<file path="src/rtl/stxr_pkg.sv">
`timescale 1ns / 1ps
`default_nettype none
// ----------------------------------------------------------------------------
// stxr_pkg
// Shared types and constants for the STX frame receiver.
// ----------------------------------------------------------------------------
package stxr_pkg;

    localparam int unsigned CFG_ADDR_W = 4;
    localparam int unsigned CFG_DATA_W = 32;

    typedef enum logic [1:0] {
        REG_START_CODE = 2'd0,
        REG_END_CODE   = 2'd1,
        REG_ACK_CODE   = 2'd2
    } reg_index_t;

    localparam logic [7:0] START_CODE_RST = 8'd2;
    localparam logic [7:0] END_CODE_RST   = 8'd3;
    localparam logic [7:0] ACK_CODE_RST   = 8'd6;

    typedef enum logic [4:0] {
        PH_HUNT  = 5'b00001,
        PH_LEN   = 5'b00010,
        PH_DATA  = 5'b00100,
        PH_CHECK = 5'b01000,
        PH_END   = 5'b10000
    } phase_t;

    localparam logic KIND_PAYLOAD = 1'b0;
    localparam logic KIND_STATUS  = 1'b1;

    localparam logic [1:0] ST_VALID    = 2'd0;
    localparam logic [1:0] ST_ZERO_LEN = 2'd1;
    localparam logic [1:0] ST_BAD_SUM  = 2'd2;
    localparam logic [1:0] ST_NO_END   = 2'd3;

    typedef struct packed {
        logic [7:0] start_code;
        logic [7:0] end_code;
        logic [7:0] ack_code;
    } cfg_t;

    typedef struct packed {
        logic       item_kind;
        logic [7:0] payload_byte;
        logic [7:0] payload_index;
        logic [1:0] frame_status;
        logic [7:0] frame_length;
        logic [7:0] reply_byte;
        logic       send_reply;
    } result_t;

endpackage
`default_nettype wire

</file>
<file path="src/rtl/stxr_cfg_regs.sv">
`timescale 1ns / 1ps
`default_nettype none
// ----------------------------------------------------------------------------
// stxr_cfg_regs
// APB register file holding the start, end and acknowledge codes.
// ----------------------------------------------------------------------------
module stxr_cfg_regs (
    input  wire logic                              aclk,
    input  wire logic                              aresetn,
    input  wire logic                              psel,
    input  wire logic                              penable,
    input  wire logic                              pwrite,
    input  wire logic [stxr_pkg::CFG_ADDR_W-1:0]   paddr,
    input  wire logic [stxr_pkg::CFG_DATA_W-1:0]   pwdata,
    output logic      [stxr_pkg::CFG_DATA_W-1:0]   prdata,
    output logic                                   pready,
    output stxr_pkg::cfg_t                         cfg
);
    import stxr_pkg::*;

    cfg_t       cfg_reg;
    logic       wr_en;
    reg_index_t idx;

    assign pready = 1'b1;
    assign wr_en  = psel && penable && pwrite && pready;
    assign idx    = reg_index_t'(paddr[3:2]);
    assign cfg    = cfg_reg;

    always_ff @(posedge aclk) begin
        if (!aresetn) begin
            cfg_reg.start_code <= START_CODE_RST;
            cfg_reg.end_code   <= END_CODE_RST;
            cfg_reg.ack_code   <= ACK_CODE_RST;
        end else if (wr_en) begin
            case (idx)
                REG_START_CODE: cfg_reg.start_code <= pwdata[7:0];
                REG_END_CODE:   cfg_reg.end_code   <= pwdata[7:0];
                REG_ACK_CODE:   cfg_reg.ack_code   <= pwdata[7:0];
                default: begin
                end
            endcase
        end
    end

    always_comb begin
        prdata = '0;
        case (idx)
            REG_START_CODE: prdata[7:0] = cfg_reg.start_code;
            REG_END_CODE:   prdata[7:0] = cfg_reg.end_code;
            REG_ACK_CODE:   prdata[7:0] = cfg_reg.ack_code;
            default:        prdata = '0;
        endcase
    end

endmodule
`default_nettype wire

</file>
<file path="src/rtl/stxr_parser.sv">
`timescale 1ns / 1ps
`default_nettype none
// ----------------------------------------------------------------------------
// stxr_parser
// Frame state machine: one byte step per transfer, builds the result item.
// ----------------------------------------------------------------------------
module stxr_parser (
    input  wire logic            aclk,
    input  wire logic            aresetn,
    input  wire logic            step,
    input  wire logic [7:0]      rx_byte,
    input  stxr_pkg::cfg_t       cfg,
    output logic                 res_valid,
    output stxr_pkg::result_t    res
);
    import stxr_pkg::*;

    phase_t     phase_reg,   phase_next;
    logic [7:0] exp_len_reg, exp_len_next;
    logic [7:0] taken_reg,   taken_next;
    logic [7:0] sum_reg,     sum_next;
    logic [7:0] check_reg,   check_next;
    logic [7:0] taken_inc;

    assign taken_inc = taken_reg + 8'd1;

    always_comb begin
        phase_next   = phase_reg;
        exp_len_next = exp_len_reg;
        taken_next   = taken_reg;
        sum_next     = sum_reg;
        check_next   = check_reg;
        res_valid    = 1'b0;
        res          = '0;
        case (phase_reg)
            PH_LEN: begin
                exp_len_next = rx_byte;
                if (rx_byte == 8'd0) begin
                    phase_next       = PH_HUNT;
                    res_valid        = 1'b1;
                    res.item_kind    = KIND_STATUS;
                    res.frame_status = ST_ZERO_LEN;
                end else begin
                    taken_next = 8'd0;
                    sum_next   = 8'd0;
                    phase_next = PH_DATA;
                end
            end
            PH_DATA: begin
                res_valid         = 1'b1;
                res.item_kind     = KIND_PAYLOAD;
                res.payload_byte  = rx_byte;
                res.payload_index = taken_reg;
                sum_next          = sum_reg + rx_byte;
                taken_next        = taken_inc;
                if (taken_inc == exp_len_reg) begin
                    phase_next = PH_CHECK;
                end
            end
            PH_CHECK: begin
                check_next = rx_byte;
                phase_next = PH_END;
            end
            PH_END: begin
                phase_next       = PH_HUNT;
                res_valid        = 1'b1;
                res.item_kind    = KIND_STATUS;
                res.frame_length = exp_len_reg;
                if (check_reg != sum_reg) begin
                    res.frame_status = ST_BAD_SUM;
                end else if (rx_byte != cfg.end_code) begin
                    res.frame_status = ST_NO_END;
                end else begin
                    res.frame_status = ST_VALID;
                    res.reply_byte   = cfg.ack_code;
                    res.send_reply   = 1'b1;
                end
            end
            default: begin
                phase_next = (rx_byte == cfg.start_code) ? PH_LEN : PH_HUNT;
            end
        endcase
    end

    always_ff @(posedge aclk) begin
        if (!aresetn) begin
            phase_reg   <= PH_HUNT;
            exp_len_reg <= 8'd0;
            taken_reg   <= 8'd0;
            sum_reg     <= 8'd0;
            check_reg   <= 8'd0;
        end else if (step) begin
            phase_reg   <= phase_next;
            exp_len_reg <= exp_len_next;
            taken_reg   <= taken_next;
            sum_reg     <= sum_next;
            check_reg   <= check_next;
        end
    end

endmodule
`default_nettype wire

</file>
<file path="src/rtl/stx_frame_receiver.sv">
`timescale 1ns / 1ps
`default_nettype none
// A result is registered and appears in the cycle after its byte is transferred.
// Throughput: one byte per cycle; the only holding element is the result register.
// A byte is taken while the result register is empty or being drained.
// Reset (aresetn low, synchronous) returns to start-byte hunt and restores the
// default codes (start 0x02, end 0x03, ack 0x06).
// ----------------------------------------------------------------------------
// stx_frame_receiver
// Byte-stream frame receiver: START, LEN, payload, CHECK, END.
// ----------------------------------------------------------------------------
module stx_frame_receiver (
    input  wire logic                              aclk,
    input  wire logic                              aresetn,
    input  wire logic                              psel,
    input  wire logic                              penable,
    input  wire logic                              pwrite,
    input  wire logic [stxr_pkg::CFG_ADDR_W-1:0]   paddr,
    input  wire logic [stxr_pkg::CFG_DATA_W-1:0]   pwdata,
    output logic      [stxr_pkg::CFG_DATA_W-1:0]   prdata,
    output logic                                   pready,
    input  wire logic                              s_valid,
    output logic                                   s_ready,
    input  wire logic [7:0]                        s_rx_byte,
    output logic                                   m_valid,
    input  wire logic                              m_ready,
    output logic                                   m_item_kind,
    output logic      [7:0]                        m_payload_byte,
    output logic      [7:0]                        m_payload_index,
    output logic      [1:0]                        m_frame_status,
    output logic      [7:0]                        m_frame_length,
    output logic      [7:0]                        m_reply_byte,
    output logic                                   m_send_reply
);
    import stxr_pkg::*;

    cfg_t    cfg;
    result_t res;
    result_t out_reg;
    logic    res_valid;
    logic    step;
    logic    out_valid_reg;

    assign s_ready = !out_valid_reg || m_ready;
    assign step    = s_valid && s_ready;

    stxr_cfg_regs u_cfg (
        .aclk    (aclk),
        .aresetn (aresetn),
        .psel    (psel),
        .penable (penable),
        .pwrite  (pwrite),
        .paddr   (paddr),
        .pwdata  (pwdata),
        .prdata  (prdata),
        .pready  (pready),
        .cfg     (cfg)
    );

    stxr_parser u_parser (
        .aclk      (aclk),
        .aresetn   (aresetn),
        .step      (step),
        .rx_byte   (s_rx_byte),
        .cfg       (cfg),
        .res_valid (res_valid),
        .res       (res)
    );

    always_ff @(posedge aclk) begin
        if (!aresetn) begin
            out_valid_reg <= 1'b0;
        end else if (s_ready) begin
            out_valid_reg <= step && res_valid;
        end
    end

    always_ff @(posedge aclk) begin
        if (step && res_valid) begin
            out_reg <= res;
        end
    end

    assign m_valid         = out_valid_reg;
    assign m_item_kind     = out_reg.item_kind;
    assign m_payload_byte  = out_reg.payload_byte;
    assign m_payload_index = out_reg.payload_index;
    assign m_frame_status  = out_reg.frame_status;
    assign m_frame_length  = out_reg.frame_length;
    assign m_reply_byte    = out_reg.reply_byte;
    assign m_send_reply    = out_reg.send_reply;

`ifndef SYNTHESIS
    a_stall_blocks_input: assert property (@(posedge aclk) disable iff (!aresetn)
        (m_valid && !m_ready) |-> !s_ready)
        else $error("input taken while result stalled");

    a_reply_only_valid: assert property (@(posedge aclk) disable iff (!aresetn)
        (m_valid && m_send_reply) |->
            (m_item_kind == KIND_STATUS && m_frame_status == ST_VALID))
        else $error("reply requested on non-valid frame status");

    a_payload_clean: assert property (@(posedge aclk) disable iff (!aresetn)
        (m_valid && m_item_kind == KIND_PAYLOAD) |->
            (m_frame_status == ST_VALID && m_frame_length == 8'd0 && !m_send_reply))
        else $error("payload transfer carries status fields");
`endif

endmodule
`default_nettype wire
</file>
<file path="config.mk">
export PLATFORM = sky130hd
export DESIGN_NAME = stx_frame_receiver
export DESIGN_NICKNAME = d
export VERILOG_FILES = /design/src/rtl/stxr_pkg.sv /design/src/rtl/stxr_cfg_regs.sv /design/src/rtl/stxr_parser.sv /design/src/rtl/stx_frame_receiver.sv
export SDC_FILE = /design/constraint.sdc
export NUM_CORES = 1
export LEC_CHECK = 0
export ABC_AREA = 1
export ABC_CLOCK_PERIOD_IN_PS = 3900
export BUFFER_PORTS_ARGS = -buffer_cell sky130_fd_sc_hd__buf_2
export CORE_ASPECT_RATIO = 0.5
export CORE_MARGIN = 8
export CORE_UTILIZATION = 45
export DETAILED_ROUTE_END_ITERATION = 6
export HOLD_SLACK_MARGIN = 0.1
export PLACE_DENSITY = 0.77
export SYNTH_ARGS = -nofsm -noshare
export SYNTH_HDL_FRONTEND = slang
export SYNTH_HIERARCHICAL = 1
export SYNTH_SLANG_ARGS = --single-unit
export TNS_END_PERCENT = 50
</file>
<file path="constraint.sdc">
create_clock -name aclk -period 3.9 [get_ports aclk]
set_input_delay 0 -clock aclk [delete_from_list [all_inputs] [get_ports aclk]]
set_output_delay 0 -clock aclk [all_outputs]
set_load 0.05 [all_outputs]
</file>
==> results of run 1 <==
-- per-stage QoR --
stage	worst slack [ps]	std cells	hold WS (ps)	power, uW	util, %
global placement	1400	828	253	1270	48.8
CTS	1240	861	101	2130	53.0
finish	1230	861	109	2120	53.0
global route	1040	861	147	2190	53.0
detailed placement	1240	828	255	1280	48.8
floorplan	1010	653	97.6	1250	-
-- critical path, cell delays in order (launching register included) --
cell and delay, ps:
sky130_fd_sc_hd__dfxtp_1 340, sky130_fd_sc_hd__nor2_1 170, sky130_fd_sc_hd__nand3_1 380, sky130_fd_sc_hd__nand2_1 210
sky130_fd_sc_hd__inv_1 70, sky130_fd_sc_hd__nand2_1 50, sky130_fd_sc_hd__inv_1 100, sky130_fd_sc_hd__nor3_4 560
sky130_fd_sc_hd__buf_4 420
-- repair_timing --
| item | CTS | global route |
|---|---|---|
| hold buffers | 17 | 0 |
| setup buffers | 0 | 0 |
| endpoints found under the setup margin | 0 | 0 |
| endpoints found under the hold margin | 38 | 0 |
-- cells in the final DEF, fill, tap and decap left out, types with 2 or more instances in the layout --
cell                            Yosys  layout
sky130_fd_sc_hd__dlygate4sd3_1      0      17
sky130_fd_sc_hd__clkbuf_16          0       9
sky130_fd_sc_hd__ha_1               8       8
sky130_fd_sc_hd__nand2_1          125     125
sky130_fd_sc_hd__dfxtp_1           62      62
sky130_fd_sc_hd__nand3_1           64      64
sky130_fd_sc_hd__xnor2_1           21      21
sky130_fd_sc_hd__o21ai_1            3       3
sky130_fd_sc_hd__o21ai_0           24      24
sky130_fd_sc_hd__clkbuf_8           0       3
sky130_fd_sc_hd__a21oi_1           43      43
sky130_fd_sc_hd__nor2_1            86      86
sky130_fd_sc_hd__edfxtp_1          36      36
sky130_fd_sc_hd__buf_2              4      70
sky130_fd_sc_hd__conb_1             2      25
sky130_fd_sc_hd__inv_1             63      63
sky130_fd_sc_hd__xor2_1             3       3
sky130_fd_sc_hd__nand4_1           10      10
sky130_fd_sc_hd__nor2_4             3       3
sky130_fd_sc_hd__clkbuf_1           5       2
sky130_fd_sc_hd__inv_2              6       6
sky130_fd_sc_hd__nand2_2            5       5
sky130_fd_sc_hd__nor3_1             3       3
sky130_fd_sc_hd__nor2_2             6       6
sky130_fd_sc_hd__or2_2              4       4
sky130_fd_sc_hd__nand3_2            2       2
-- how the worst min path moves through the flow --
stage / cells after the start / endpoint / start / slack (ps)
after CTS: 3 / u_parser/exp_len_reg[2] / s_rx_byte[2] / 100
after floorplan: 2 / m_valid / aresetn / 100
after global routing: 3 / u_parser/check_reg[2] / s_rx_byte[2] / 150
final: 3 / u_parser/exp_len_reg[2] / s_rx_byte[2] / 110
after global placement: 3 / u_cfg/cfg[2] / pwdata[2] / 250
after detailed placement: 3 / u_cfg/cfg[2] / pwdata[2] / 260
-- cells by family (layout without fill, tap and decap cells) --
| kind of cell | count (synthesis) | count (layout) | share of synthesized area [%] |
|---|---|---|---|
| AO/OA/AOI/OAI | 75 | 75 | 7.87 |
| XOR/XNOR | 24 | 24 | 4.24 |
| adder cells (fa/ha/maj) | 9 | 9 | 2.42 |
| buffers and inverters | 111 | 174 | 10.9 |
| flip-flops | 98 | 98 | 46.8 |
| other | 2 | 25 | 0.151 |
| AND/OR/NAND/NOR | 311 | 311 | 27.6 |
-- per-layer routing --
metal / track usage (%) / vias to the layer above / routed length (um)
met4: 5.51 / 0 / 159
li1: - / 2161 / -
met2: 27.8 / 161 / 5790
met5: 0 / - / 0
met3: 5.00 / 17 / 889
met1: 20.2 / 2029 / 5330
-- cells in the mapped netlist, types with 2 or more instances --
master / n
sky130_fd_sc_hd__nand4_1: 10
sky130_fd_sc_hd__buf_4: 30
sky130_fd_sc_hd__nor2_4: 3
sky130_fd_sc_hd__a21oi_1: 43
sky130_fd_sc_hd__edfxtp_1: 36
sky130_fd_sc_hd__nor2_2: 6
sky130_fd_sc_hd__or2_2: 4
sky130_fd_sc_hd__xnor2_1: 21
sky130_fd_sc_hd__o21ai_0: 24
sky130_fd_sc_hd__dfxtp_1: 62
sky130_fd_sc_hd__inv_1: 63
sky130_fd_sc_hd__nand2_2: 5
sky130_fd_sc_hd__nor2_1: 86
sky130_fd_sc_hd__ha_1: 8
sky130_fd_sc_hd__buf_2: 4
sky130_fd_sc_hd__o21ai_1: 3
sky130_fd_sc_hd__nor3_1: 3
sky130_fd_sc_hd__clkbuf_1: 5
sky130_fd_sc_hd__nand3_1: 64
sky130_fd_sc_hd__xor2_1: 3
sky130_fd_sc_hd__nand2_1: 125
sky130_fd_sc_hd__conb_1: 2
sky130_fd_sc_hd__nand3_2: 2
sky130_fd_sc_hd__inv_2: 6
-- cell type report --
type	instances	area, um2
well taps	145	181
repair buffers	88	528
flip-flops and latches	98	2320
inverters	70	263
clock inverters	2	12.5
multi-input cells	444	2190
clock buffers	14	274
fillers	1027	5110
-- power by group through the flow --
stage	logic [uW]	registers, uW	clock network (uW)
after floorplan	161	1090	0
after global placement	182	1090	0
after detailed placement	185	1090	0
after CTS	198	1070	860
after global routing	215	1070	904
final	200	1070	847
==> flow_summary.rst, run 1 <==
.. list-table::
   :header-rows: 1

   * - Metric
     - Value
   * - Result of the run
     - finished clean
   * - Chip Height
     - 90.2 um
   * - Total number of vias
     - 4368
   * - Sequential cell area fraction in the yosys report
     - 46.8%
   * - Worst Path Max Fanout
     - 25
   * - Fraction of registers with async set or reset after synthesis
     - 0%
   * - Total wire length
     - 12200 um
   * - Fraction of layout cells with a size suffix above 1
     - 16.1%
   * - Clk Latency, worst-skew pair
     - 340 ps
   * - Number of levels in the clock H-tree
     - 3
   * - #FFs+latches synth
     - 98
   * - Row cnt
     - 27
   * - Post-synthesis cell area
     - 0.00496 mm2
   * - Top cell type's share of synthesized area
     - 25.0%
   * - Proportion of power drawn by the clock network
     - 40.0%
   * - Power per Cell Area
     - 367 mW/mm2
   * - Detailed-route DRC error count
     - 0
   * - Worst Setup EP
     - m_payload_index[0]
   * - Maximum ir drop on the vdd rail
     - 0.178 mV
   * - Achievable frequency
     - 0.375 GHz
   * - Slew Limit Fails
     - 0
   * - Internal power contribution
     - 1600 uW
   * - Worst Tran Pin Value
     - 1310 ps
   * - Area growth, synth to finish
     - 16.3%
   * - Ranking of synthesized cells by area
     - sky130_fd_sc_hd__dfxtp_1, sky130_fd_sc_hd__edfxtp_1, sky130_fd_sc_hd__nand2_1
   * - Reg2Reg Launch Point
     - u_parser/phase_reg[2]
   * - Number of global-route vias before repair
     - 4155
   * - DR iter-0 viols
     - 363
   * - Number of max-cap violations
     - 0
   * - R2r setup slk
     - 1230 ps
   * - Total congestion overflow after global routing
     - 0
   * - Area of the die
     - 0.0148 mm2
   * - Top_reg_cell synth
     - sky130_fd_sc_hd__dfxtp_1
   * - Launching element of the worst setup path
     - u_parser/phase_reg[2]
   * - P_sw
     - 519 uW
   * - Part of the power in registers
     - 50.5%
   * - 1st-pass router iterations
     - 5
   * - Sw Ratio
     - 24.5%
   * - Fin Setup TNS
     - 0 ps
   * - Maximum number of pins on one net before global-route repair
     - 47
   * - Final antenna-violating net count
     - 0
   * - Total of warnings raised by yosys
     - 6
   * - Req. time, crit path
     - 3910 ps
   * - Diode insertion count for antenna repair
     - 0
   * - Number of antenna violations at the first check in global routing
     - 0
   * - Number of buffers added by the clock tree synthesis step
     - 9
   * - WL/cell
     - 14.1 um
   * - Final number of hold-violating endpoints
     - 0
   * - Number of enable flip-flop cells after synthesis
     - 36
   * - Clock Skew
     - 7.24 ps
   * - Unrepaired setup endpoints after global routing
     - false
   * - Path class of the lowest-slack min-delay path
     - in2reg
   * - FF-to-FF path depth
     - 8
   * - CTS tree
     - done
   * - Wire length of the first global-routing pass
     - 19900 um
   * - Cell type with the largest total area after synthesis
     - sky130_fd_sc_hd__dfxtp_1
   * - Post-placement cell area
     - 0.00531 mm2
   * - Final Net Count
     - 771
   * - Mean number of vias per cell
     - 5.07
   * - Weighted congestion at the end of routability-driven global placement
     - 0.869
   * - Die width
     - 164 um
   * - Initial core utilization
     - 45.6%
   * - Post-Syn Area per Cell
     - 7.87 um2
   * - Startpoint class of the critical path
     - flip-flop
   * - Largest register FFs
     - 24
   * - Tightest slew margin relative to the limit
     - 12.4%
   * - Netlist cell types
     - 36
   * - Fin crit period
     - 2670 ps
   * - Synthesized instance count
     - 630
   * - TritonCTS Sinks
     - 98
   * - Count of instances resized after the clock tree is built
     - 0
   * - Crit. End Element
     - flip-flop
   * - Total non-filler cell area in the finished layout
     - 0.00577 mm2
   * - Proportion of power drawn by combinational gates
     - 9.5%
   * - Count of pins on the block boundary
     - 122
   * - Library cell used as clock root buffer
     - sky130_fd_sc_hd__clkbuf_16
   * - Clk buf depth
     - 2
   * - Total routing usage reported by global routing
     - 16.7%
   * - HPWL after DPL
     - 8850 um
   * - Core ar.
     - 0.0109 mm2
   * - Critical R2R Capture
     - m_payload_index[0]
   * - Critical path class
     - reg2reg
   * - Count of buffers inserted at the top-level ports
     - 70
   * - Static leakage
     - 0.00244 uW
   * - Final number of setup-violating endpoints
     - 0
   * - Final worst-path cycle share
     - 68.4%
   * - Data arrival time of the worst path
     - 2680 ps
   * - Clock edge transition at the registers on the reported setup and hold paths
     - 60 ps
No activity file was read; power rests on OpenSTA's default activity.
==> run 2: changes to the inputs <==
--- a/config.mk
+++ b/config.mk
@@ -6,14 +6,14 @@
 export NUM_CORES = 1
 export LEC_CHECK = 0
 export ABC_AREA = 1
-export ABC_CLOCK_PERIOD_IN_PS = 3900
+export ABC_CLOCK_PERIOD_IN_PS = 2200
 export BUFFER_PORTS_ARGS = -buffer_cell sky130_fd_sc_hd__buf_2
 export CORE_ASPECT_RATIO = 0.5
 export CORE_MARGIN = 8
 export CORE_UTILIZATION = 45
 export DETAILED_ROUTE_END_ITERATION = 6
 export HOLD_SLACK_MARGIN = 0.1
-export PLACE_DENSITY = 0.77
+export PLACE_DENSITY = 0.8
 export SYNTH_ARGS = -nofsm -noshare
 export SYNTH_HDL_FRONTEND = slang
 export SYNTH_HIERARCHICAL = 1
==> constraint.sdc (replaced) <==
create_clock -name aclk -period 2.2 [get_ports aclk]
set_input_delay 0 -clock aclk [delete_from_list [all_inputs] [get_ports aclk]]
set_output_delay 0 -clock aclk [all_outputs]
set_load 0.05 [all_outputs]
==> run 2 against run 1 <==
Against the previous run: utilization increased by 0.90 points; first-iteration DRC count is 13% lower; setup slack worse by 1100 ps; sequential power is 78% higher; flip-flop and latch count unchanged; critical path type is now in2reg; largest power group unchanged.
==> flow_summary.rst, run 2 (same netlist as run 1, synthesis figures left out) <==
.. list-table::
   :header-rows: 1

   * - Metric
     - Value
   * - Result of the run
     - finished clean
   * - Tightest slew margin relative to the limit
     - 57.8%
   * - Core ar.
     - 0.0109 mm2
   * - Worst hold path stage count
     - 4
   * - Area growth, synth to finish
     - 18.3%
   * - Total routing usage reported by global routing
     - 16.5%
   * - Slowest cell on the critical path
     - sky130_fd_sc_hd__dlygate4sd3_1
   * - R2r setup slk
     - 240 ps
   * - Power per Cell Area
     - 647 mW/mm2
   * - Detailed-route DRC error count
     - 0
   * - Req. time, crit path
     - 2490 ps
   * - HPWL after DPL
     - 9140 um
   * - Fin crit period
     - 2070 ps
   * - Mean number of vias per cell
     - 5.06
   * - Count of buffers inserted at the top-level ports
     - 70
   * - Final antenna-violating net count
     - 0
   * - FF-to-FF path depth
     - 12
   * - Hold WS
     - 124 ps
   * - Reg2Reg Launch Point
     - u_parser/phase_reg[4]
   * - Critical R2R Capture
     - m_valid
   * - Clk buf depth
     - 2
   * - Achievable frequency
     - 0.483 GHz
   * - Total congestion overflow after global routing
     - 0
   * - Weighted congestion at the end of routability-driven global placement
     - 0.922
   * - CTS tree
     - done
   * - Clock edge transition at the registers on the reported setup and hold paths
     - 60 ps
   * - Largest register FFs
     - 24
   * - Buffers inserted by post-CTS timing repair
     - 0
   * - Clk Latency, worst-skew pair
     - 340 ps
   * - Number of antenna violations at the first check in global routing
     - 1
   * - Top library cells by usage in the layout, fill and taps aside
     - sky130_fd_sc_hd__nand2_1, sky130_fd_sc_hd__nor2_1, sky130_fd_sc_hd__buf_2, sky130_fd_sc_hd__nand3_1
   * - Beginning of the worst hold path
     - s_rx_byte[3]
   * - Critical path class
     - in2reg
   * - Most frequent standard cell in the layout excluding fill and tap cells
     - sky130_fd_sc_hd__nand2_1
   * - Total number of vias
     - 4404
   * - Clock Skew
     - 5.06 ps
   * - Number of levels in the clock H-tree
     - 3
   * - Data arrival time of the worst path
     - 2360 ps
   * - Startpoint class of the critical path
     - input pin
   * - Most frequent cell on the critical path
     - sky130_fd_sc_hd__inv_1
   * - DR iter-0 viols
     - 317
   * - Destination of the worst hold path
     - u_parser/exp_len_reg[3]
   * - Fraction of layout cells with a size suffix above 1
     - 18.2%
   * - Maximum number of pins on one net before global-route repair
     - 46
   * - Cell-by-cell listing of the critical path
     - dlygate4sd3_1, buf_2, inv_1, nand4_1, nor2_1, nand2_2, nand2_2, inv_1, nand2_1, inv_2, o21ai_2, dlygate4sd3_1, nand2_1, inv_1
   * - Library cell used as clock root buffer
     - sky130_fd_sc_hd__clkbuf_16
   * - Crit. End Element
     - flip-flop
   * - Total wire length
     - 12400 um
   * - Die width
     - 164 um
   * - Slew Limit Fails
     - 0
   * - Worst Path Max Fanout
     - 4
   * - Path class of the lowest-slack min-delay path
     - in2reg
   * - Area of the die
     - 0.0148 mm2
   * - Number of global-route vias before repair
     - 4241
   * - Final worst-path cycle share
     - 94.1%
   * - Final Net Count
     - 780
   * - Max stage delay on crit path
     - 570 ps
   * - Chip Height
     - 90.2 um
   * - Total power draw
     - 3800 uW
   * - Static leakage
     - 0.00249 uW
   * - Final number of setup-violating endpoints
     - 0
   * - Final core utilization
     - 53.9%
   * - TritonCTS Sinks
     - 98
   * - Filler cell count in the final layout
     - 1017
   * - Final number of hold-violating endpoints
     - 0
   * - Row cnt
     - 27
   * - 1st-pass router iterations
     - 5
   * - Number of buffers added by the clock tree synthesis step
     - 9
   * - Count of pins on the block boundary
     - 122
   * - Number of max-cap violations
     - 0
   * - Wire length of the first global-routing pass
     - 20000 um
   * - Worst Tran Pin Value
     - 629 ps
   * - Initial core utilization
     - 45.6%
   * - WL/cell
     - 14.2 um
   * - Unrepaired setup endpoints after global routing
     - false
   * - Maximum ir drop on the vdd rail
     - 0.338 mV
run 2: power by group:
group	switching [uW]	internal, uW	leakage (uW)	total (uW)
logic	266	97.3	0.00152	363
clock network	653	884	0.000137	1540
registers	14.9	1880	0.000834	1900
run 2: critical path, delay by kind of cell:
kind | cells | cell delay (ps)
buf+inv | 7 | 1600
compound gates | 1 | 120
simple gates | 6 | 630
run 2: worst max path at each step:
stage,start,end
finish,s_rx_byte[6],m_valid
global route,s_rx_byte[4],m_valid
CTS,s_rx_byte[0],m_valid
detailed placement,u_parser/phase_reg[4],m_payload_index[2]
global placement,u_parser/phase_reg[4],m_payload_index[1]
floorplan,u_parser/phase_reg[1],m_frame_length[0]
run 2: through the flow:
step                      setup TNS (ps)  cells  area [um2]  setup WS (ps)
final                                  0    871        5870            130
after detailed placement               0    838        5420            312
after global routing                   0    871        5870           14.1
after global placement                 0    838        5420            385
after floorplan                     -484    653        5090          -13.4
after CTS                              0    870        5860            158
run 2: timing repair:
| action | CTS | global route |
|---|---|---|
| hold endpoints to repair | 36 | 0 |
| hold buffers | 16 | 0 |
| endpoints found under the setup margin | 0 | 1 |
| resized for setup | 0 | 2 |
run 2: final cells by class:
class | instances | area (um2) | area share, %
inverters | 70 | 263 | 4.48
diodes | 1 | 2.50 | 0.0427
well taps | 145 | 181 | 3.09
repair buffers | 97 | 593 | 10.1
clock inverters | 4 | 51.3 | 0.874
flip-flops and latches | 98 | 2320 | 39.6
clock buffers | 12 | 236 | 4.03
multi-input cells | 444 | 2210 | 37.7
run 2: layer usage:
layer  vias to the layer above  global-route usage, %  share of wire (%)
met2                       178                   27.6                 47
met4                         0                   6.63                2.0
met5                         -                      0                  0
met1                      2036                   20.2                 43
li1                       2168                      -                  -
met3                        22                   4.09                7.6
